$ cat config.mk
export PLATFORM = sky130hd
export DESIGN_NAME = hcbp_ram
export DESIGN_NICKNAME = d
export VERILOG_FILES = /design/src/sv/hcbp_ram.sv
export SDC_FILE = /design/constraint.sdc
export NUM_CORES = 1
export LEC_CHECK = 0
export ABC_CLOCK_PERIOD_IN_PS = 1500
export BUFFER_PORTS_ARGS = -buffer_cell sky130_fd_sc_hd__buf_2
export CAP_MARGIN = 20
export CELL_PAD_IN_SITES_DETAIL_PLACEMENT = 1
export CELL_PAD_IN_SITES_GLOBAL_PLACEMENT = 1
export CORE_ASPECT_RATIO = 2
export CORE_MARGIN = 1.5
export CORE_UTILIZATION = 48
export DETAILED_ROUTE_END_ITERATION = 6
export HOLD_SLACK_MARGIN = 0.03
export PLACE_DENSITY = 0.78
export RECOVER_POWER = 50
export SYNTH_ARGS = -nofsm -noshare
export SYNTH_HDL_FRONTEND = slang
export SYNTH_SLANG_ARGS = --single-unit
$ cat constraint.sdc
create_clock -name clock -period 1.5 [get_ports clock]
set_input_delay 0.075 -clock clock [delete_from_list [all_inputs] [get_ports clock]]
set_output_delay 0.075 -clock clock [all_outputs]
set_load 0.03 [all_outputs]
$ cat src/sv/hcbp_ram.sv
// ----------------------------------------------------------------------------
// hcbp_ram
// generic single write, single read ram with registered read data
// ----------------------------------------------------------------------------
module hcbp_ram #(
   parameter int WIDTH = 8,
   parameter int DEPTH = 16
) (
   input  logic                     clock,
   input  logic                     wr_en,
   input  logic [$clog2(DEPTH)-1:0] wr_addr,
   input  logic [WIDTH-1:0]         wr_data,
   input  logic                     rd_en,
   input  logic [$clog2(DEPTH)-1:0] rd_addr,
   output logic [WIDTH-1:0]         rd_data
);

   logic [WIDTH-1:0] mem [DEPTH];
   logic [WIDTH-1:0] rd_data_ff;

   always_ff @(posedge clock) begin
      if (wr_en) begin
         mem[wr_addr] <= wr_data;
      end
      if (rd_en) begin
         rd_data_ff <= mem[rd_addr];
      end
   end

   assign rd_data = rd_data_ff;

endmodule

# Word-level counts from Yosys, hierarchy flattened
# Memories as Yosys holds them, arrays and structs flattened. A register that Yosys moved wholly into a read port is not among the register bits.
# Index checks and enable logic that the tools add are counted.
[totals] reg_bits=0 wordCells=3 out_inout_bits=8 mem_bits_rw=128 inputBits=19 n_memories=1
[op_classes] muxes=2
[mem_list] name="mem" depth=16 width=8 rd=1 rd_clocked_by_memory_dff=1 write_ports=1 line="18" text="logic [WIDTH-1:0] mem [DEPTH];"
[ops] cell="2-to-1 mux 1 bit" n=2

# Depth between registers and ports, before layout
[logic_depth] depth_word=2 mapped_depth=5 depth_no_buf=3

# Least setup slack after synthesis
# Ideal clock, no wire load.
[synth_timing] path_type="input -> register" from="in wr_addr[2]" to="mem mem[0][0], enable pin" cell_stages=2 required_time_ps=1117 t_arrival_ps=1185 path_slack_ps=-68 n_path_buf=0 setup_time_ps=383 cell_sequence="or3b_2 nor3_1"
[synth_lines] element="from (decl)" line="11" text="input logic [$clog2(DEPTH)-1:0] wr_addr,"
[synth_lines] element="to (decl)" line="18"
# No word-level cell before the write port.

==> metrics <==
outcome=complete, but fails checks; failing checks=negative setup slack; row count=53; synth cell count leaders=136 x edfxtp_1, 18 x mux4_2, 16 x a22oi_1; largest net degree at the start of global routing=33; H-tree depth=4; area leader, netlist=edfxtp_1; Worst-path clk slew=approximately 0.060 ns; Slew Viols, Final=0; startpoint types=register; top cell type's share of synthesized area=0.7812; endpoints failing hold=0; Num CTS Buffers=17; root cell of the clock tree=clkbuf_16; vias in the first global route=2825; remaining global-route overflow=0; initial antenna violation count=0; Setup Viol. Count Final=1; register area share after synthesis=0.7812; Max-Cap Viols=0; area grow syn2layout=19.63%; layout cells sized above 1=0.3113; post-CTS setup buffer count=0; Final nets=308; CP max stage cell=mux4_2; highest clock rate=0.6661 GHz; placer's final routability congestion estimate=0.8054; Starting Density=0.4958; core area=0.01054 mm^2; Hold Path Class=primary input to register; mapped cell area=0.005228 mm^2; Die W=76.79 um; required time worst endpoint=1.66 ns; most frequent cell after synthesis=edfxtp_1; setup ws final=-0.001294 ns; crit path max fanout=1; first-pass detailed-route iteration total=4; DIE AREA=around 0.012 mm^2; wirelength, routed=11060 um; post-synthesis cell type count=18; Die H=150.6 um; Largest stage delay, worst path=0.51 ns; I/O Pins=27; Mapped Nets=248; Detailed Place HPWL=7261 um; final worst-path cycle share=1.001; Iteration-0 DRC Markers=223; drt drc=0; Async SR Flop Fraction=0; Finished Core Util=0.5931; Worst Skew=0.005954 ns; post-detailed-route count of antenna-violating nets=0; worst-skew pair later-pin latency=about 0.4 ns; Synth warnings=0; wire per inst=roughly 25 um; Post-Syn Instances=229; worst-margin pin slew=around 0.74 ns; Max clock buf depth=2; PwrDens=1430 mW/mm^2; Main synth FF type=edfxtp_1; Worst EP arrival=1.67 ns; crit path cell chain=mux4_2 > a22oi_2 > nand2_1; Pwr Total=8.945 mW; via count=2513; CP endpoint kind=register; clk sinks=136; Post-synth EDFFs=136; Synth area leaders=edfxtp_1 78%, mux4_2 7.8%, mux4_1 7.0%, a22oi_1 2.3%, nor2_1 0.93%; register bit count reported by yosys=136; routed vias/inst=5.724; Worst VDD drop=between 1 and 1.5 mV; syn_area_per_cell=between 20 and 25 um^2; Period minus WS final=1.501 ns; leakage=2.086 nW; Crit Path Class=register to register; Rel. slew slack=0.5094; ANT cells=0; first-pass GRT wire length=16880 um; PortBufs=26; GRT Total Usage=0.2129; CTS tree=done; dpl ws=-0.08184 ns; unrepaired setup endpoints after global routing=no
-- path summary, 6_finish.rpt --
| kind | startpoint | endpoint | slack [ns] | depth (start not counted) |
|---|---|---|---|---|
| max | mem[2][1]$_DFFE_PP_ | rd_data[1]$_DFFE_PP_ | -0.001 | 3 |
| min | wr_data[4] | mem[1][4]$_DFFE_PP_ | 0.20 | 1 |
| max reg2reg | mem[2][1]$_DFFE_PP_ | rd_data[1]$_DFFE_PP_ | -0.001 | 3 |
| min reg2reg | mem[13][5]$_DFFE_PP_ | rd_data[5]$_DFFE_PP_ | 0.77 | 3 |
-- kinds of logic after synthesis --
group,after synthesis,synth area share
and+or+nand+nor,35,0.03136
muxes,32,0.1479
AOI/OAI and AO/OA,16,0.02298
DFF,136,0.7812
buffers and inverters,10,0.01651
-- report_power, final --
| group | switching, mW | internal [mW] | leakage [nW] |
|---|---|---|---|
| sequential | 0.0246 | 4.28 | 1.24 |
| clock | 1.58 | 2.62 | 0.297 |
| combinational | 0.266 | 0.178 | 0.553 |
-- final cells by class --
class / count / area, um^2
clock buffers: 17 / 425.4
multi-input cells: 83 / 1067
well taps: 137 / 171.4
repair buffers: 51 / 326.6
fillers: 892 / 4290
clock inverters: 15 / 178.9
flip-flops and latches: 136 / 4084
-- stage by stage --
step	cell area (um^2)	hold WS [ns]	setup TNS (ns)	std cells
after floorplan	5233	0.1739	0	229
after global placement	5658	0.4500	-0.4026	405
after detailed placement	5658	0.4585	-0.4474	405
after CTS	6285	0.03598	0	439
after global routing	6254	0.2320	0	439
final	6254	0.1983	-0.001294	439
-- critical path: cells and delay by family (launching register included) --
kind | cells | cell delay, ns
compound gates | 1 | 0.24
flops | 1 | 0.42
mux | 1 | 0.51
simple gates | 1 | 0.08
-- flip-flops by register name (all words and copies together) (netlist names) --
register	count
mem	128
rd_data	8
-- per-layer routing --
metal,track usage,share of wire,vias to the layer above
met5,0,0,-
met4,0.09722,0.020,0
met3,0.05455,0.048,17
met2,0.3858,0.56,87
met1,0.2309,0.37,1309
li1,-,-,1100
-- cells in the final DEF, fill, tap and decap left out, types with 2 or more instances in the layout --
master	count
a22oi_1	12
clkbuf_1	15
buf_12	3
mux4_2	22
nand3b_1	2
dlygate4sd3_1	2
bufinv_16	3
nor3_1	3
mux4_1	10
clkinv_2	4
buf_4	14
buf_2	17
nor2_1	13
clkinv_4	6
nand2_1	9
nand2b_1	2
clkbuf_16	17
edfxtp_1	136
a22oi_2	4
-- what timing repair did --
action                                  CTS  global route
pin swaps                                 0             1
resized for setup                         4             4
endpoints found under the hold margin     9             0
hold buffers                              2             0
endpoints found under the setup margin    2             3
(Power assumes the default switching activity.)
